$ cat config.mk
export PLATFORM = sky130hd
export DESIGN_NAME = contiguous_first_fit_allocator_top
export DESIGN_NICKNAME = d
export VERILOG_FILES = /design/src/hw/rtl/cffa_pkg.sv /design/src/hw/rtl/cffa_ram.sv /design/src/hw/rtl/cffa_div.sv /design/src/hw/rtl/cffa_engine.sv /design/src/hw/rtl/contiguous_first_fit_allocator_top.sv
export SDC_FILE = /design/constraint.sdc
export NUM_CORES = 1
export LEC_CHECK = 0
export ABC_CLOCK_PERIOD_IN_PS = 4400
export BUFFER_PORTS_ARGS = -buffer_cell sky130_fd_sc_hd__buf_2
export CORE_UTILIZATION = 49
export CTS_CLUSTER_SIZE = 30
export DETAILED_ROUTE_END_ITERATION = 12
export PLACE_DENSITY = 0.79
export SKIP_CTS_REPAIR_TIMING = 1
export SYNTH_ARGS = -nofsm -noshare
export SYNTH_HDL_FRONTEND = slang
export SYNTH_SLANG_ARGS = --single-unit
export TNS_END_PERCENT = 100
$ cat constraint.sdc
create_clock -name clk -period 4.4 [get_ports clk]
set_clock_uncertainty 0.05 [all_clocks]
set_input_delay 0.88 -clock clk [delete_from_list [all_inputs] [get_ports clk]]
set_output_delay 0.88 -clock clk [all_outputs]
set_load 0.01 [all_outputs]
$ cat src/hw/rtl/cffa_pkg.sv
`timescale 1ns / 1ps
// ----------------------------------------------------------------------------
// cffa_pkg
// Shared widths, codes and types of the contiguous first-fit allocator.
// ----------------------------------------------------------------------------
package cffa_pkg;

    // payload and register widths
    localparam int SIZE_W    = 20;          // file_size_kb
    localparam int BS_W      = 11;          // block_size_kb register
    localparam int BIU_W     = 7;           // blocks_in_use register
    localparam int NEED_W    = SIZE_W + 1;  // rounded-up block count
    localparam int FIRST_W   = 6;           // first_block
    localparam int COUNT_W   = 7;           // blocks_used
    localparam int NUM_W     = 16;          // file_number
    localparam int DIV_CNT_W = $clog2(SIZE_W);

    localparam int DEF_MAX_BLOCKS = 64;

    // APB register file
    localparam int PADDR_W = 3;
    localparam int PDATA_W = 32;
    localparam logic REG_BLOCK_SIZE    = 1'b0;  // byte address 0
    localparam logic REG_BLOCKS_IN_USE = 1'b1;  // byte address 4

    localparam logic [BS_W-1:0]  BS_RESET  = 11'd1;
    localparam logic [BIU_W-1:0] BIU_RESET = 7'd64;

    // command codes
    localparam logic CMD_ALLOC = 1'b0;
    localparam logic CMD_CLEAR = 1'b1;

    typedef enum logic [2:0] {
        ST_CLR,
        ST_IDLE,
        ST_DIV,
        ST_SCAN,
        ST_MARK,
        ST_RESP
    } eng_state_t;

    typedef struct packed {
        logic start;
        logic clear;
    } eng_req_t;

    typedef struct packed {
        logic idle;
        logic done;
        logic ok;
    } eng_stat_t;

endpackage

$ cat src/hw/rtl/cffa_ram.sv
`timescale 1ns / 1ps
// ----------------------------------------------------------------------------
// cffa_ram
// Generic simple dual-port RAM, one write port, one registered read port.
// ----------------------------------------------------------------------------
module cffa_ram #(
    parameter int WIDTH = 1,
    parameter int DEPTH = 64
) (
    input  logic                     clk,
    input  logic                     wr_en,
    input  logic [$clog2(DEPTH)-1:0] wr_addr,
    input  logic [WIDTH-1:0]         wr_data,
    input  logic                     rd_en,
    input  logic [$clog2(DEPTH)-1:0] rd_addr,
    output logic [WIDTH-1:0]         rd_data
);

    logic [WIDTH-1:0] mem [DEPTH];

    always_ff @(posedge clk)
    begin
        if (wr_en)
        begin
            mem[wr_addr] <= wr_data;
        end
        if (rd_en)
        begin
            rd_data <= mem[rd_addr];
        end
    end

endmodule

$ cat src/hw/rtl/cffa_div.sv
`timescale 1ns / 1ps
// ----------------------------------------------------------------------------
// cffa_div
// Restoring radix-2 divider, one quotient bit per cycle.
// ----------------------------------------------------------------------------
module cffa_div
    import cffa_pkg::*;
(
    input  logic              clk,
    input  logic              rst_n,
    input  logic              start,
    input  logic [SIZE_W-1:0] dividend,
    input  logic [BS_W-1:0]   divisor,
    output logic              done,
    output logic [SIZE_W-1:0] quotient,
    output logic [BS_W-1:0]   remainder
);

    localparam logic [DIV_CNT_W-1:0] LAST_STEP = DIV_CNT_W'(SIZE_W - 1);

    logic                 busy_reg;
    logic                 done_reg;
    logic [DIV_CNT_W-1:0] cnt_reg;
    logic [SIZE_W-1:0]    quo_reg, quo_next;
    logic [BS_W-1:0]      rem_reg, rem_next;
    logic [BS_W-1:0]      dsr_reg;
    logic [BS_W:0]        trial;
    logic [BS_W:0]        diff;

    always_comb
    begin
        trial = {rem_reg, quo_reg[SIZE_W-1]};
        diff  = trial - {1'b0, dsr_reg};
        if (trial >= {1'b0, dsr_reg})
        begin
            rem_next = diff[BS_W-1:0];
            quo_next = {quo_reg[SIZE_W-2:0], 1'b1};
        end
        else
        begin
            rem_next = trial[BS_W-1:0];
            quo_next = {quo_reg[SIZE_W-2:0], 1'b0};
        end
    end

    always_ff @(posedge clk or negedge rst_n)
    begin
        if (!rst_n)
        begin
            busy_reg <= 1'b0;
            done_reg <= 1'b0;
            cnt_reg  <= '0;
        end
        else if (start)
        begin
            busy_reg <= 1'b1;
            done_reg <= 1'b0;
            cnt_reg  <= '0;
        end
        else
        begin
            done_reg <= 1'b0;
            if (busy_reg)
            begin
                cnt_reg <= cnt_reg + 1'b1;
                if (cnt_reg == LAST_STEP)
                begin
                    busy_reg <= 1'b0;
                    done_reg <= 1'b1;
                end
            end
        end
    end

    always_ff @(posedge clk)
    begin
        if (start)
        begin
            quo_reg <= dividend;
            rem_reg <= '0;
            dsr_reg <= divisor;
        end
        else if (busy_reg)
        begin
            quo_reg <= quo_next;
            rem_reg <= rem_next;
        end
    end

    assign done      = done_reg;
    assign quotient  = quo_reg;
    assign remainder = rem_reg;

endmodule

$ cat src/hw/rtl/cffa_engine.sv
`timescale 1ns / 1ps
// ----------------------------------------------------------------------------
// cffa_engine
// Block map sequencer: divide, first-fit scan, run marking and clear sweep.
// ----------------------------------------------------------------------------
module cffa_engine
    import cffa_pkg::*;
#(
    parameter int MAX_BLOCKS = DEF_MAX_BLOCKS
) (
    input  logic                             clk,
    input  logic                             rst_n,
    input  eng_req_t                         req,
    input  logic [SIZE_W-1:0]                size,
    input  logic [BS_W-1:0]                  blk_size,
    input  logic [$clog2(MAX_BLOCKS+1)-1:0]  limit,
    input  logic                             rsp_take,
    output eng_stat_t                        stat,
    output logic [FIRST_W-1:0]               first,
    output logic [COUNT_W-1:0]               count
);

    localparam int IDX_W = $clog2(MAX_BLOCKS);
    localparam int CNT_W = $clog2(MAX_BLOCKS + 1);
    localparam logic [IDX_W-1:0] LAST_IDX = IDX_W'(MAX_BLOCKS - 1);

    eng_state_t state_reg, state_next;

    logic [IDX_W-1:0] clr_idx_reg;
    logic             reply_reg;
    logic             pend_reg;
    logic             clr_cmd_reg;
    logic             alloc_ok_reg;
    logic [CNT_W-1:0] limit_reg;
    logic [CNT_W-1:0] need_reg;
    logic [CNT_W-1:0] rd_idx_reg;
    logic [IDX_W-1:0] ev_idx_reg;
    logic [CNT_W-1:0] run_reg;
    logic [IDX_W-1:0] mark_idx_reg;
    logic [IDX_W-1:0] end_idx_reg;
    logic [IDX_W-1:0] start_idx_reg;

    // map RAM port
    logic             wr_en;
    logic [IDX_W-1:0] wr_addr;
    logic [0:0]       wr_data;
    logic             rd_en;
    logic [IDX_W-1:0] rd_addr;
    logic [0:0]       rd_data;

    // divider
    logic              div_start;
    logic              div_done;
    logic [SIZE_W-1:0] quotient;
    logic [BS_W-1:0]   remainder;

    logic [NEED_W-1:0] need_full;
    logic              need_fits;
    logic              issue;
    logic              used;
    logic [CNT_W-1:0]  run_inc;
    logic              hit;
    logic              miss;
    logic [CNT_W-1:0]  start_full;
    logic              clr_last;
    logic              mark_last;

    cffa_div u_div (
        .clk       (clk),
        .rst_n     (rst_n),
        .start     (div_start),
        .dividend  (size),
        .divisor   (blk_size),
        .done      (div_done),
        .quotient  (quotient),
        .remainder (remainder)
    );

    cffa_ram #(
        .WIDTH (1),
        .DEPTH (MAX_BLOCKS)
    ) u_map (
        .clk     (clk),
        .wr_en   (wr_en),
        .wr_addr (wr_addr),
        .wr_data (wr_data),
        .rd_en   (rd_en),
        .rd_addr (rd_addr),
        .rd_data (rd_data)
    );

    // ceil(size / block size)
    always_comb
    begin
        need_full = {1'b0, quotient} + NEED_W'(remainder != '0);
        need_fits = (need_full != '0) && (need_full <= NEED_W'(limit_reg));
    end

    // scan datapath: ev_idx_reg is the block whose bit shows on rd_data
    always_comb
    begin
        issue      = rd_idx_reg < limit_reg;
        used       = rd_data[0];
        run_inc    = run_reg + 1'b1;
        hit        = pend_reg && !used && (run_inc == need_reg);
        miss       = !hit && !issue;
        start_full = CNT_W'(ev_idx_reg) + 1'b1 - need_reg;
        clr_last   = clr_idx_reg == LAST_IDX;
        mark_last  = mark_idx_reg == end_idx_reg;
    end

    always_comb
    begin
        state_next = state_reg;
        case (state_reg)
            ST_CLR:
            begin
                if (clr_last)
                begin
                    state_next = reply_reg ? ST_RESP : ST_IDLE;
                end
            end
            ST_IDLE:
            begin
                if (req.start)
                begin
                    state_next = req.clear ? ST_CLR : ST_DIV;
                end
            end
            ST_DIV:
            begin
                if (div_done)
                begin
                    state_next = need_fits ? ST_SCAN : ST_RESP;
                end
            end
            ST_SCAN:
            begin
                if (hit)
                begin
                    state_next = ST_MARK;
                end
                else if (miss)
                begin
                    state_next = ST_RESP;
                end
            end
            ST_MARK:
            begin
                if (mark_last)
                begin
                    state_next = ST_RESP;
                end
            end
            ST_RESP:
            begin
                if (rsp_take)
                begin
                    state_next = ST_IDLE;
                end
            end
            default:
            begin
                state_next = ST_IDLE;
            end
        endcase
    end

    always_comb
    begin
        wr_en     = 1'b0;
        wr_addr   = clr_idx_reg;
        wr_data   = 1'b0;
        rd_en     = 1'b0;
        rd_addr   = rd_idx_reg[IDX_W-1:0];
        div_start = 1'b0;
        stat      = '0;
        case (state_reg)
            ST_CLR:
            begin
                wr_en = 1'b1;
            end
            ST_IDLE:
            begin
                stat.idle = 1'b1;
                div_start = req.start && !req.clear;
            end
            ST_DIV:
            begin
                div_start = 1'b0;
            end
            ST_SCAN:
            begin
                rd_en = issue;
            end
            ST_MARK:
            begin
                wr_en   = 1'b1;
                wr_addr = mark_idx_reg;
                wr_data = 1'b1;
            end
            ST_RESP:
            begin
                stat.done = rsp_take;
                stat.ok   = clr_cmd_reg || alloc_ok_reg;
            end
            default:
            begin
                stat = '0;
            end
        endcase
    end

    assign first = alloc_ok_reg ? FIRST_W'(start_idx_reg) : '0;
    assign count = alloc_ok_reg ? COUNT_W'(need_reg) : '0;

    always_ff @(posedge clk or negedge rst_n)
    begin
        if (!rst_n)
        begin
            state_reg   <= ST_CLR;
            clr_idx_reg <= '0;
            reply_reg   <= 1'b0;
            pend_reg    <= 1'b0;
        end
        else
        begin
            state_reg <= state_next;
            case (state_reg)
                ST_CLR:
                begin
                    clr_idx_reg <= clr_idx_reg + 1'b1;
                end
                ST_IDLE:
                begin
                    if (req.start)
                    begin
                        reply_reg   <= 1'b1;
                        clr_idx_reg <= '0;
                    end
                end
                ST_DIV:
                begin
                    pend_reg <= 1'b0;
                end
                ST_SCAN:
                begin
                    pend_reg <= issue && !hit;
                end
                default:
                begin
                    pend_reg <= 1'b0;
                end
            endcase
        end
    end

    always_ff @(posedge clk)
    begin
        case (state_reg)
            ST_IDLE:
            begin
                if (req.start)
                begin
                    clr_cmd_reg  <= req.clear;
                    alloc_ok_reg <= 1'b0;
                    limit_reg    <= limit;
                end
            end
            ST_DIV:
            begin
                need_reg   <= CNT_W'(need_full);
                rd_idx_reg <= '0;
                run_reg    <= '0;
            end
            ST_SCAN:
            begin
                if (issue)
                begin
                    rd_idx_reg <= rd_idx_reg + 1'b1;
                end
                ev_idx_reg <= rd_idx_reg[IDX_W-1:0];
                if (pend_reg)
                begin
                    run_reg <= used ? '0 : run_inc;
                end
                if (hit)
                begin
                    end_idx_reg   <= ev_idx_reg;
                    start_idx_reg <= start_full[IDX_W-1:0];
                    mark_idx_reg  <= start_full[IDX_W-1:0];
                end
            end
            ST_MARK:
            begin
                mark_idx_reg <= mark_idx_reg + 1'b1;
                if (mark_last)
                begin
                    alloc_ok_reg <= 1'b1;
                end
            end
            default:
            begin
                alloc_ok_reg <= alloc_ok_reg;
            end
        endcase
    end

endmodule

$ cat src/hw/rtl/contiguous_first_fit_allocator_top.sv
`timescale 1ns / 1ps
// ----------------------------------------------------------------------------
// contiguous_first_fit_allocator_top
// Contiguous first-fit block allocator with APB configuration.
// ----------------------------------------------------------------------------
// Each input beat is an allocate (cmd 0) or a free-all (cmd 1) and yields
// exactly one output beat. An allocate rounds file_size_kb up to whole blocks
// with a 20-step serial divider, then walks the used-block map from block 0
// one block per cycle (the map RAM's single read port sets the pace) until
// the first free run of that length shows up, then marks the run one block
// per cycle through the write port. An allocate scans at most blocks_in_use
// blocks (clamped to MAX_BLOCKS); a free-all runs the zeroing sweep over all
// MAX_BLOCKS map entries. Right after reset the same sweep runs with in_stall
// high; APB writes are taken throughout. One request is in flight at a time;
// the output register lets the next request start while the previous result
// waits on out_stall.
// ----------------------------------------------------------------------------
module contiguous_first_fit_allocator_top
    import cffa_pkg::*;
#(
    parameter int MAX_BLOCKS = DEF_MAX_BLOCKS
) (
    input  logic                clk,
    input  logic                rst_n,

    // APB configuration port
    input  logic                psel,
    input  logic                penable,
    input  logic                pwrite,
    input  logic [PADDR_W-1:0]  paddr,
    input  logic [PDATA_W-1:0]  pwdata,
    output logic [PDATA_W-1:0]  prdata,
    output logic                pready,

    // request channel
    input  logic                in_valid,
    output logic                in_stall,
    input  logic                cmd,
    input  logic [SIZE_W-1:0]   file_size_kb,

    // result channel
    output logic                out_valid,
    input  logic                out_stall,
    output logic                ok,
    output logic [FIRST_W-1:0]  first_block,
    output logic [COUNT_W-1:0]  blocks_used,
    output logic [NUM_W-1:0]    file_number
);

    localparam int CNT_W = $clog2(MAX_BLOCKS + 1);

    // configuration registers
    logic [BS_W-1:0]  bs_reg;
    logic [BIU_W-1:0] biu_reg;
    logic             cfg_wr;

    // request bookkeeping
    logic [NUM_W-1:0] req_cnt_reg;
    logic [NUM_W-1:0] num_reg;
    logic             in_beat;

    // output register
    logic               out_valid_reg, out_valid_next;
    logic               ok_reg;
    logic [FIRST_W-1:0] first_reg;
    logic [COUNT_W-1:0] used_reg;
    logic [NUM_W-1:0]   fnum_reg;
    logic               rsp_take;

    // engine hookup
    eng_req_t           eng_req;
    eng_stat_t          eng_stat;
    logic [FIRST_W-1:0] eng_first;
    logic [COUNT_W-1:0] eng_count;
    logic [BS_W-1:0]    bs_eff;
    logic [CNT_W-1:0]   limit;

    // ---------------- APB ----------------
    // word decode on paddr[2]; byte-lane bits are ignored
    assign pready = 1'b1;
    assign cfg_wr = psel && penable && pwrite;

    always_ff @(posedge clk or negedge rst_n)
    begin
        if (!rst_n)
        begin
            bs_reg  <= BS_RESET;
            biu_reg <= BIU_RESET;
        end
        else if (cfg_wr)
        begin
            case (paddr[2])
                REG_BLOCK_SIZE:    bs_reg  <= pwdata[BS_W-1:0];
                REG_BLOCKS_IN_USE: biu_reg <= pwdata[BIU_W-1:0];
                default:           bs_reg  <= bs_reg;
            endcase
        end
    end

    always_comb
    begin
        case (paddr[2])
            REG_BLOCK_SIZE:    prdata = PDATA_W'(bs_reg);
            REG_BLOCKS_IN_USE: prdata = PDATA_W'(biu_reg);
            default:           prdata = '0;
        endcase
    end

    // block size 0 acts as 1; blocks_in_use clamps at the map size
    always_comb
    begin
        bs_eff = (bs_reg == '0) ? BS_W'(1) : bs_reg;
        if (32'(biu_reg) > 32'(MAX_BLOCKS))
        begin
            limit = CNT_W'(MAX_BLOCKS);
        end
        else
        begin
            limit = CNT_W'(biu_reg);
        end
    end

    // ---------------- request side ----------------
    assign in_stall = !eng_stat.idle;
    assign in_beat  = in_valid && !in_stall;

    assign eng_req.start = in_beat;
    assign eng_req.clear = (cmd == CMD_CLEAR);

    // file number is the counter before the request; only allocates advance it
    always_ff @(posedge clk or negedge rst_n)
    begin
        if (!rst_n)
        begin
            req_cnt_reg <= '0;
        end
        else if (in_beat && (cmd == CMD_ALLOC))
        begin
            req_cnt_reg <= req_cnt_reg + 1'b1;
        end
    end

    always_ff @(posedge clk)
    begin
        if (in_beat)
        begin
            num_reg <= req_cnt_reg;
        end
    end

    cffa_engine #(
        .MAX_BLOCKS (MAX_BLOCKS)
    ) u_engine (
        .clk      (clk),
        .rst_n    (rst_n),
        .req      (eng_req),
        .size     (file_size_kb),
        .blk_size (bs_eff),
        .limit    (limit),
        .rsp_take (rsp_take),
        .stat     (eng_stat),
        .first    (eng_first),
        .count    (eng_count)
    );

    // ---------------- result side ----------------
    // engine hands over a result only when the output register is empty or not stalled
    assign rsp_take = !out_valid_reg || !out_stall;

    always_comb
    begin
        out_valid_next = out_valid_reg;
        if (eng_stat.done)
        begin
            out_valid_next = 1'b1;
        end
        else if (!out_stall)
        begin
            out_valid_next = 1'b0;
        end
    end

    always_ff @(posedge clk or negedge rst_n)
    begin
        if (!rst_n)
        begin
            out_valid_reg <= 1'b0;
        end
        else
        begin
            out_valid_reg <= out_valid_next;
        end
    end

    always_ff @(posedge clk)
    begin
        if (eng_stat.done)
        begin
            ok_reg    <= eng_stat.ok;
            first_reg <= eng_first;
            used_reg  <= eng_count;
            fnum_reg  <= num_reg;
        end
    end

    assign out_valid   = out_valid_reg;
    assign ok          = ok_reg;
    assign first_block = first_reg;
    assign blocks_used = used_reg;
    assign file_number = fnum_reg;

endmodule

# Word-level counts from Yosys, hierarchy flattened
# Memories as Yosys holds them, arrays and structs flattened. A register that Yosys moved wholly into a read port is not among the register bits.
# Cells that the tools add are included.
[totals]
regBits = 195
mem_bits_rw = 64
output_inout_bits = 65
n_memories = 1
[op_classes]
add_sub_neg = 10
order_cmp = 4
n_eq_ne = 19
n_mux = 48
bitwise = 2
n_reduce_logical = 40
[mem_list]
columns = ["name", "words", "width", "rd", "rd_clocked_by_memory_dff", "write_ports", "line", "rtl"]
rows = [
  ["u_engine.u_map.mem", 64, 1, 1, 1, 1, "cffa_ram.sv:19", "logic [WIDTH-1:0] mem [DEPTH];"],
]
[ops]
columns = ["op", "n"]
rows = [
  ["$pmux W32 S2", 1],
  ["$mux W20", 2],
  ["$pmux W7 S2", 2],
  ["$mux W3", 9],
  ["$pmux W6 S2", 2],
  ["$add A20 B1 Y21", 1],
  ["$le A21 B7 Y1", 1],
  ["$mux W7", 3],
  ["$reduce_bool A21 Y1", 1],
  ["$add A6 B1 Y6 const B", 3],
  ["$mux W1", 18],
  ["$mux W6", 3],
  ["$pmux W3 S6", 1],
  ["$add A16 B1 Y16 const B", 1],
  ["$reduce_and A2 Y1", 8],
  ["$add A7 B1 Y7 const B", 2],
  ["$ne A2 B1 Y1 const B", 7],
  ["$ge A12 B11 Y1", 1],
  ["$logic_not A11 Y1", 1],
  ["$mux W11", 1],
  ["$reduce_bool A11 Y1", 1],
  ["$sub A11 B11 Y11", 1],
  ["$logic_and A1 B1 Y1", 10],
  ["$mux W5", 2],
  ["other kinds (23)", 41],
]

# Depth between registers and ports, before layout
# Gate-level depths: netlist (run 1).
[depth]
depth_word = 8
mapped_depth = 14

# Modules after synthesis
# From an unflattened synthesis (run 1), not the netlist that was laid out.
[unflattened]
hier_cells = 1005
hier_area_um2 = 12654.6
[modules_own_cells]
columns = ["module", "n_inst", "cells_each", "area_each_um2", "seq_area_each_um2"]
rows = [
  ["cffa_engine", 1, 372, 3893.7, 1896.8],
  ["contiguous_first_fit_allocator_top", 1, 213, 3228.1, 2259.7],
  ["cffa_ram", 1, 204, 2924.1, 1951.9],
  ["cffa_div", 1, 216, 2608.8, 1326.3],
]

# Worst setup path after synthesis (run 1)
# OpenSTA, ideal clock, no wires.
[synth_timing]
path_kind = "register -> register"
from = "reg u_engine.state_reg[2]"
to = "mem u_engine.u_map.mem[35] (enable)"
setup_time_ns = 0.242
arrival_time_ns = 2.634
t_required_ns = 4.108
path_slack_ns = 1.474
path_stages_with_launch = 8
n_path_buf = 3
synth_period_minus_slack_ns = 2.926
cell_sequence = "dfrtp_1 buf_2 nand2_1 inv_2 clkbuf_1 buf_1 o21a_1 nor2_1"
[synth_between]
elab_chain_len = 5
[synth_lines]
columns = ["element", "line", "rtl"]
rows = [
  ["start: declaration", "cffa_engine.sv:27", "eng_state_t state_reg, state_next;"],
  ["start signal: assignment", "cffa_engine.sv:228", "state_reg <= state_next;"],
  ["$eq A3 B3 Y1 / $logic_not A3 Y1 (equally long branches)", "cffa_engine.sv:178", "case (state_reg)"],
  ["$reduce_or A2 Y1 (no line)", "--", ""],
  ["$mux W1", "cffa_engine.sv:178", ""],
  ["$mux W1", "cffa_ram.sv:23", "if (wr_en)"],
  ["$mux W1 (not written as such)", "cffa_ram.sv:25", "mem[wr_addr] <= wr_data;"],
  ["end: declaration", "cffa_ram.sv:19", ""],
]
# Parallel ways exist; a longest one is shown, timed or not.

# Worst setup path in the final report (run 1)
[layout_timing]
from = "reg u_engine.u_div.rem_reg[3], in the netlist u_engine.u_div.remainder[3]"
to = "reg u_engine.state_reg[2]"
[layout_between]
elab_chain_len = 7
[layout_lines]
columns = ["element", "line", "rtl"]
rows = [
  ["start: declaration", "cffa_div.sv:25", "logic [BS_W-1:0] rem_reg, rem_next;"],
  ["start signal: assignment", "cffa_div.sv:86", "rem_reg <= rem_next;"],
  ["$reduce_bool A11 Y1 *", "cffa_engine.sv:95", "need_full = {1'b0, quotient} + NEED_W'(remainder != '0);"],
  ["$add A20 B1 Y21 *", "cffa_engine.sv:95", ""],
  ["net u_engine.need_full[6]", "cffa_engine.sv:57", "logic [NEED_W-1:0] need_full;"],
  ["$le A21 B7 Y1 / $reduce_bool A21 Y1 (equally long branches)", "cffa_engine.sv:96", "need_fits = (need_full != '0) && (need_full <= NEED_W'(limit_reg));"],
  ["$logic_and A1 B1 Y1 *", "cffa_engine.sv:96", ""],
  ["$mux W3 *", "cffa_engine.sv:134", "state_next = need_fits ? ST_SCAN : ST_RESP;"],
  ["$mux W3 *", "cffa_engine.sv:132", "if (div_done)"],
  ["$pmux W3 S6 *", "cffa_engine.sv:115", "case (state_reg)"],
]
# The timed path passes the listed nets; every way through them passes the cells marked *. The select of a mux whose other input is x is not followed.
# A chain may end at the register's enable or synchronous reset.

==> results of run 1 <==
[cells in the final DEF, fill, tap and decap left out, types with 6 or more instances in the layout]
master | Yosys | routed
and3_1 | 7 | 7
or3_1 | 9 | 9
conb_1 | 2 | 22
buf_2 | 2 | 82
nand2_1 | 121 | 121
mux2_2 | 28 | 28
mux4_2 | 16 | 16
dfrtp_1 | 51 | 51
nor4_1 | 6 | 6
nor2_1 | 121 | 121
a21oi_1 | 27 | 26
xnor2_1 | 42 | 42
inv_1 | 45 | 45
o31ai_1 | 6 | 6
edfxtp_1 | 196 | 196
nor2b_1 | 15 | 15
o21ai_0 | 28 | 28
ha_1 | 42 | 42
clkbuf_16 | 0 | 27
nand4_1 | 16 | 16
nand2b_1 | 11 | 11
mux2i_1 | 14 | 14
clkinv_2 | 0 | 7
buf_4 | 22 | 11
nand3_1 | 39 | 39
xor2_1 | 24 | 24
nor3_1 | 13 | 13
dfxtp_1 | 11 | 11
and2_1 | 16 | 16
[area by class of cell]
cell class	instances	share of cell area
timing repair buffer	93	0.03505
clock inverter	12	0.006671
sequential	260	0.5286
multi-input combinational	693	0.3365
inverter	48	0.01281
clock buffer	33	0.05106
tap	330	0.02935
[worst reg2reg max path, delay by kind of cell, from the launching register on]
kind            cells  cell delay (ps)
compound gates      5              910
xor+xnor            1              170
fa+ha+maj           3              810
flops               1              340
simple gates        4              980
[power by group through the flow]
stage	clock network (mW)	logic, mW	registers, mW
after floorplan	0	2.13	3.73
after global placement	0	2.59	3.89
after detailed placement	0	2.67	3.93
after CTS	2.14	2.69	3.88
after global routing	2.23	3.03	3.96
final	2.11	2.69	3.88
[cells by family (layout without fill, tap and decap cells)]
kind of cell	after synthesis	count (layout)
compound gates	105	105
xor+xnor	69	69
fa+ha+maj	44	44
buf+inv	116	186
flops	260	260
mux	63	63
other cells	2	22
simple gates	390	390
[through the flow]
| step | area, um^2 | util |
|---|---|---|
| 6_report | 14070 | 0.5570 |
| 5_1_grt | 14070 | 0.5570 |
| 4_1_cts | 14070 | 0.5570 |
| 3_5_place_dp | 13250 | 0.5248 |
| 3_3_place_gp | 13250 | 0.5248 |
| 2_1_floorplan | 12700 | - |
[per-layer routing]
layer / part of all wire / track usage
met1: 0.45 / 0.2578
met2: 0.48 / 0.3079
met3: 0.050 / 0.02572
met4: 0.021 / 0.05140
met5: 0 / 0
[synthesized netlist by cell type, types with 4 or more instances]
| cell type | number | area share |
|---|---|---|
| inv_1 | 45 | 0.013 |
| ha_1 | 42 | 0.042 |
| nor3_1 | 13 | 0.0052 |
| xnor2_1 | 42 | 0.029 |
| a211oi_1 | 5 | 0.0030 |
| nor2_1 | 121 | 0.036 |
| nand2b_1 | 11 | 0.0054 |
| mux2i_1 | 14 | 0.011 |
| edfxtp_1 | 196 | 0.47 |
| a21oi_1 | 27 | 0.011 |
| o21ai_0 | 28 | 0.011 |
| clkbuf_1 | 40 | 0.012 |
| or2_2 | 5 | 0.0025 |
| xor2_1 | 24 | 0.017 |
| buf_4 | 22 | 0.013 |
| nand3_1 | 39 | 0.015 |
| nand4_1 | 16 | 0.0079 |
| dfrtp_1 | 51 | 0.10 |
| o31ai_1 | 6 | 0.0036 |
| dfxtp_1 | 11 | 0.017 |
| and3_1 | 7 | 0.0035 |
| nor2b_1 | 15 | 0.0074 |
| or3_1 | 9 | 0.0045 |
| o21a_1 | 4 | 0.0024 |
| mux2_2 | 28 | 0.025 |
| nor4_1 | 6 | 0.0030 |
| mux4_1 | 5 | 0.010 |
| nand2_1 | 121 | 0.036 |
| and2_1 | 16 | 0.0079 |
| mux4_2 | 16 | 0.029 |
[worst paths after layout]
check | slack, ps | end
min in group asynchronous | 440 | req_cnt_reg[3]$_DFFE_PN0P_
min reg2reg | 370 | file_number[0]$_DFFE_PP_
max in group asynchronous | 3360 | bs_reg[9]$_DFFE_PN0P_
max | 1050 | u_engine.state_reg[2]$_DFFE_PN0P_
min | 370 | file_number[0]$_DFFE_PP_
max reg2reg | 1050 | u_engine.state_reg[2]$_DFFE_PN0P_
==> results.cfg, run 1 <==
[run_status]
status = finished, final reports clean

[finish]
largest_reg_flops = 64
ff_latch_area_um2 = 7435
antennaDiodeCount = 0
top_register = u_engine.u_map.mem
fillCellCount = 2068
multiInputGateArea_um2 = 4733
drive_above_1_share = 0.1686
final_cells = 1469
fin_nets = 1228
area_growth_pct = 11.38

[sta]
hold_violations = 0
min_period_over_period = 0.7620
setup_violations = 0
worstMarginPinSlew_ps = 1064
slew_violations = 0
setup_tns_ps = 0
max_freq_mhz = 298.3
slew_headroom = 0.2884
period_minus_slack_ps = 3353
hold_ws_ps = 367.6
layout_setup_ws_ps = 1047
rsz0062_at_grt = no

[synthesis]
synth_warnings = 0
ys_types = 68
syn_avg_cell_area_um2 = 12.04
synthesis.instances = 1049
synthXorXnorAreaFrac = 0.05122
synth_fa_ha_area_frac = 0.04478
synth_compound_area_frac = 0.05449
netlist_area_um2 = 12630
synth_edf_count = 196
synthArstFlopShare = 0.2038
synth_simple_gate_area_frac = 0.1425
synth_top_family_by_area = simple AND/OR/NAND/NOR gates
seq_area_frac_synth = 0.5887
ys.flop_type = edfxtp_1
postSynthRegisterBits = 260
synthMuxAreaShare = 0.07500

[global_route]
grt_pass1_wl_um = 39460
grt_antenna_before_repair = 0
grt_overflow = 0
grt_pass1_vias = 7803
grt_use_total = 0.1862
grt_max_degree = 54

[drt]
drc = 0
via_per_inst = 5.482
vias = 8053
antenna_left = 0
totalWireLength_um = 24220
drt_pass1_iterations = 5
wire_per_inst_um = 16.49
initialDrtViolationCount = 610

[power_and_ir_drop]
seqPwrFrac = 0.447
net-switching-power_mw = 2.936
cellLeakagePower_nw = 5.543
power_density_nw_per_um2 = 616.8
sw_frac_of_total = 0.3384
power_mw = 8.676
p_comb_frac = 0.310
power.internal_mw = 5.740
vdd_drop_max_mv = 0.3123
clkPwrFrac = 0.243

[worst_setup_path]
cp-end-kind = flip-flop
cp_max_fo = 7
crit_family = simple AND/OR/NAND/NOR gates
arrival_ps = 3720
reg2reg_from = u_engine.u_div.remainder[3]$_SDFFE_PP0P_
start_kind = flip-flop
reg2reg_depth = 13
crit_start = u_engine.u_div.remainder[3]$_SDFFE_PP0P_
crit_path_frequent_cell = ha_1
max_stage_delay_ps = 390
critical_path_class = reg -> reg
crit_cells = 13
critical_path_buf_inv_count = 0
critical_path.cell_chain = nor4_1 -> nand3_1 -> ha_1 -> ha_1 -> nand3_1 -> xnor2_1 -> ha_1 -> a211oi_1 -> o21ai_0 -> o221ai_1 -> and4b_1 -> o2111ai_1 -> o211a_1
slowest_stage = nor4_1
crit_required_ps = 4770

[clock_network]
htree_levels = 1
clk_pin_slew_ps = 70
clk_latency_ps = 530
numCtsBuffers = 25
cts_root_buffer = clkbuf_16
cts_tree = yes
cts_max_path_buffers = 3
cts_sinks = 260

[hold_path]
hold_depth = 0
holdCritStartpoint = num_reg[0]$_DFFE_PP_
hp-class = reg -> reg

[floorplan]
io_pins = 128
core_area_um2 = 25250
rows = 58
dieHeight_um = 162.5
start_util = 0.5000
dieArea_um2 = 26420
die_x_um = 162.5

[placement]
dp_hpwl_um = 16880
dp_slack_ps = 1097
dp_cells = 1424
place.gp.congestion = 0.8654
port_buffers = 82

[flow_run]
cap_violations = 0
Note: power is estimated with default switching activity, not from simulation.
==> run 2: changes to the inputs <==
ABC_CLOCK_PERIOD_IN_PS = 2790   (was 4400)
PLACE_DENSITY = 0.82   (was 0.79)
clock period = 2.79 ns   (was 4.4 ns; I/O delays follow)
==> results.cfg, run 2 (same netlist as run 1, synthesis figures left out) <==
[clock_network]
cts_max_path_buffers = 3
cts_sinks = 260
clk_pin_slew_ps = 70
htree_levels = 1
clk_latency_ps = 530
numCtsBuffers = 26
cts_root_buffer = clkbuf_16
cts_tree = yes

[floorplan]
dieArea_um2 = 26420
start_util = 0.5000
io_pins = 128
dieHeight_um = 162.5
rows = 58
die_x_um = 162.5
core_area_um2 = 25250

[sta]
slew_violations = 0
slew_headroom = 0.5103
setup_violations = 2
setup_tns_ps = -164.3
max_freq_mhz = 342.6
rsz0062_at_grt = yes
layout_setup_ws_ps = -128.6
hold_violations = 21
min_period_over_period = 1.046
worstMarginPinSlew_ps = 734.6
hold_ws_ps = -24.25
period_minus_slack_ps = 2919

[worst_setup_path]
crit_path_frequent_cell = ha_2
crit_family = simple AND/OR/NAND/NOR gates
critical_path_buf_inv_count = 1
max_stage_delay_ps = 330
crit_required_ps = 3160
critical_path.cell_chain = nor4_4 -> nand3_2 -> buf_4 -> ha_2 -> and2_1 -> nand2_1 -> xnor2_1 -> ha_2 -> a211oi_2 -> o21ai_1 -> o221ai_1 -> and4b_1 -> o2111ai_2 -> o211a_1
slowest_stage = dfxtp_2
cp_max_fo = 3
arrival_ps = 3290
start_kind = flip-flop
critical_path_class = reg -> reg
cp-end-kind = flip-flop

[finish]
fin_nets = 1277
drive_above_1_share = 0.2185
final_common_cell = edfxtp_1
area_growth_pct = 16.09
utilization = 0.5805
top_register = u_engine.u_map.mem
antennaDiodeCount = 0
largest_reg_flops = 64
final_cell_mix = edfxtp_1 (196), nor2_1 (121), nand2_1 (121)
final_cells = 1520
stdcell_area_um2 = 14660

[power_and_ir_drop]
net-switching-power_mw = 5.082
power.internal_mw = 9.692
p_comb_frac = 0.358
sw_frac_of_total = 0.3440
vdd_drop_max_mv = 0.5755
power_mw = 14.77
cellLeakagePower_nw = 5.826
seqPwrFrac = 0.409
clkPwrFrac = 0.233
power_density_nw_per_um2 = 1008

[flow_run]
cap_violations = 0

[placement]
port_buffers = 82
place.gp.congestion = 0.8442
dp_hpwl_um = 18480
dp_slack_ps = -200.6
dp_cells = 1471
placed_area_um2 = 13610

[drt]
wire_per_inst_um = 17.44
antenna_left = 0
via_per_inst = 5.580
drt_pass1_iterations = 5
initialDrtViolationCount = 788
drc = 0
vias = 8482
totalWireLength_um = 26510

[global_route]
grt_pass1_vias = 8463
grt_pass1_wl_um = 42390
grt_antenna_before_repair = 0
grt_overflow = 0
grt_max_degree = 39
grt_use_total = 0.2021

[run_status]
violations = negative hold slack, negative setup slack
status = complete, but fails checks

[hold_path]
hp-class = in -> async
run 2: worst paths after layout:
path | startpoint | end | slack (ps) | cells past startpoint
worst max-delay path | u_engine.u_div.remainder[10]$_SDFFE_PP0P_ | u_engine.state_reg[2]$_DFFE_PN0P_ | -130 | 14
worst min-delay path | rst_n | req_cnt_reg[12]$_DFFE_PN0P_ | -20 | 1
max in group asynchronous | rst_n | bs_reg[0]$_DFFE_PN1P_ | 1950 | 2
min in group clk | pwdata[7] | bs_reg[7]$_DFFE_PN0P_ | 220 | 2
worst max register to register | u_engine.u_div.remainder[10]$_SDFFE_PP0P_ | u_engine.state_reg[2]$_DFFE_PN0P_ | -130 | 14
worst min register to register | num_reg[9]$_DFFE_PP_ | file_number[9]$_DFFE_PP_ | 370 | 0
run 2: worst reg2reg max path: stages, from the launching register on:
cell and delay [ps]:
dfxtp_2 330, nor4_4 290, nand3_2 170, buf_4 170, ha_2 170, and2_1 160, nand2_1 80, xnor2_1 100
ha_2 240, a211oi_2 190, o21ai_1 90, o221ai_1 210, and4b_1 240, o2111ai_2 160, o211a_1 170
run 2: power groups by stage:
stage / Sequential (mW) / Combinational, mW / Clock [mW]
2_1_floorplan: 5.88 / 3.36 / 0
3_3_place_gp: 5.98 / 4.67 / 0
3_5_place_dp: 6.04 / 4.87 / 0
4_1_cts: 5.98 / 4.93 / 3.49
5_1_grt: 6.14 / 5.83 / 3.63
6_report: 6.05 / 5.28 / 3.44
run 2: routing by layer:
layer | track usage | wire length (um)
met5 | 0 | 0
met4 | 0.06585 | 733
met3 | 0.02343 | 1526
met1 | 0.2715 | 11090
met2 | 0.3427 | 13160
run 2: layout make-up:
class / instances / area, um^2
fillers: 1945 / 10590
flip-flops and latches: 260 / 7437
multi-input cells: 693 / 4923
repair buffers: 141 / 857.1
clock buffers: 40 / 775.7
well taps: 330 / 412.9
inverters: 48 / 180.2
clock inverters: 8 / 73.82
==> run 3: changes to the inputs <==
ABC_CLOCK_PERIOD_IN_PS = 2900   (was 2790)
GPL_TIMING_DRIVEN = 0   (was unset)
PLACE_DENSITY = 0.79   (was 0.82)
clock period = 2.9 ns   (was 2.79 ns; I/O delays follow)
==> results.cfg, run 3 (same netlist as run 1, synthesis figures left out) <==
[power_and_ir_drop]
power_density_nw_per_um2 = 945.5
power_mw = 13.86
vdd_drop_max_mv = 0.4770
cellLeakagePower_nw = 5.818

[sta]
min_period_over_period = 1.046
slew_violations = 0
worstMarginPinSlew_ps = 945.4
rsz0062_at_grt = yes
setup_violations = 2
slew_headroom = 0.3683
max_freq_mhz = 329.7
period_minus_slack_ps = 3033
hold_violations = 0
layout_setup_ws_ps = -133.1
setup_tns_ps = -157.7

[placement]
port_buffers = 82
placed_area_um2 = 13560
place.gp.congestion = 0.8509
dp_hpwl_um = 17790

[finish]
stdcell_area_um2 = 14660
multiInputGateArea_um2 = 4888
antennaDiodeCount = 0
final_common_cell = edfxtp_1
fillCellCount = 2030
fin_nets = 1295
top_register = u_engine.u_map.mem
final_cell_mix = edfxtp_1 (196), nor2_1 (120), nand2_1 (120)
utilization = 0.5805
ff_latch_area_um2 = 7441
area_growth_pct = 16.09
drive_above_1_share = 0.2018
largest_reg_flops = 64

[worst_setup_path]
cp-end-kind = flip-flop
crit_required_ps = 3280
cp_max_fo = 4
start_kind = flip-flop
critical_path_class = reg -> reg
arrival_ps = 3410

[floorplan]
rows = 58
start_util = 0.5000
core_area_um2 = 25250
io_pins = 128
dieArea_um2 = 26420
dieHeight_um = 162.5
die_x_um = 162.5

[global_route]
grt_overflow = 0
grt_max_degree = 67
grt_use_total = 0.1949
grt_pass1_vias = 8129
grt_pass1_wl_um = 41020
grt_antenna_before_repair = 0

[clock_network]
numCtsBuffers = 27
cts_max_path_buffers = 3
clk_latency_ps = 540
cts_root_buffer = clkbuf_16
cts_tree = yes
cts_sinks = 260
htree_levels = 1
clk_pin_slew_ps = 60

[flow_run]
cap_violations = 0

[drt]
drt_pass1_iterations = 5
initialDrtViolationCount = 701
via_per_inst = 5.378
vias = 8277
drc = 0
antenna_left = 0
wire_per_inst_um = 16.89
totalWireLength_um = 26000

[hold_path]
hp-class = in -> async

[run_status]
violations = negative setup slack
status = complete, but fails checks
==> run 3: power by group <==
part,switching (mW),internal [mW],leakage [nW]
clock,1.41,1.91,0.422
sequential,0.628,5.14,2.60
combinational,2.75,2.03,2.79
==> run 3: worst paths after layout <==
kind                                                     end  slack (ps)                                       from  cells past startpoint
setup reg to reg           u_engine.state_reg[2]$_DFFE_PN0P_        -130  u_engine.u_div.remainder[10]$_SDFFE_PP0P_                     13
min in group clk                       bs_reg[7]$_DFFE_PN0P_         230                                  pwdata[7]                      2
hold reg to reg                    file_number[12]$_DFFE_PP_         370                      num_reg[12]$_DFFE_PP_                      0
setup / recovery           u_engine.state_reg[2]$_DFFE_PN0P_        -130  u_engine.u_div.remainder[10]$_SDFFE_PP0P_                     13
hold / removal                    req_cnt_reg[8]$_DFFE_PN0P_          50                                      rst_n                      1
max in group asynchronous              bs_reg[4]$_DFFE_PN0P_        2240                                      rst_n                      1
==> run 3: critical path, stage by stage (launching register included) <==
cell and delay (ps):
dfxtp_4 360, nor4_4 280, nand3_2 180, ha_4 210
ha_4 170, nand3_2 80, xnor2_2 90, ha_1 380
a211oi_2 220, o21ai_1 100, o221ai_1 190, and4b_1 250
o2111ai_2 170, o211a_1 190
==> run 3: metrics by stage <==
step / hold WS, ps / setup slack (ps) / std cells
floorplan: 234.4 / 75.11 / 1069
global placement: 351.0 / -709.8 / 1481
detailed placement: 356.1 / -585.6 / 1482
CTS: 212.5 / -563.7 / 1532
global route: 106.7 / -255.7 / 1539
finish: 50.93 / -133.1 / 1539
==> run 3: per-layer routing <==
metal / routed length [um] / vias to the layer above / GRT usage
li1: - / 3983 / -
met3: 1625 / 41 / 0.03132
met1: 11190 / 3962 / 0.2669
met5: 0 / - / 0
met4: 520 / 0 / 0.04715
met2: 12670 / 291 / 0.3256
==> run 3: cell type report <==
type / count / share of cell area
Buffer: 67 / 0.02475
Inverter: 48 / 0.01408
Timing Repair Buffer: 91 / 0.03388
Tap cell: 330 / 0.02816
Clock inverter: 19 / 0.01033
Multi-Input combinational cell: 693 / 0.3334
Sequential cell: 260 / 0.5076
Clock buffer: 31 / 0.04779
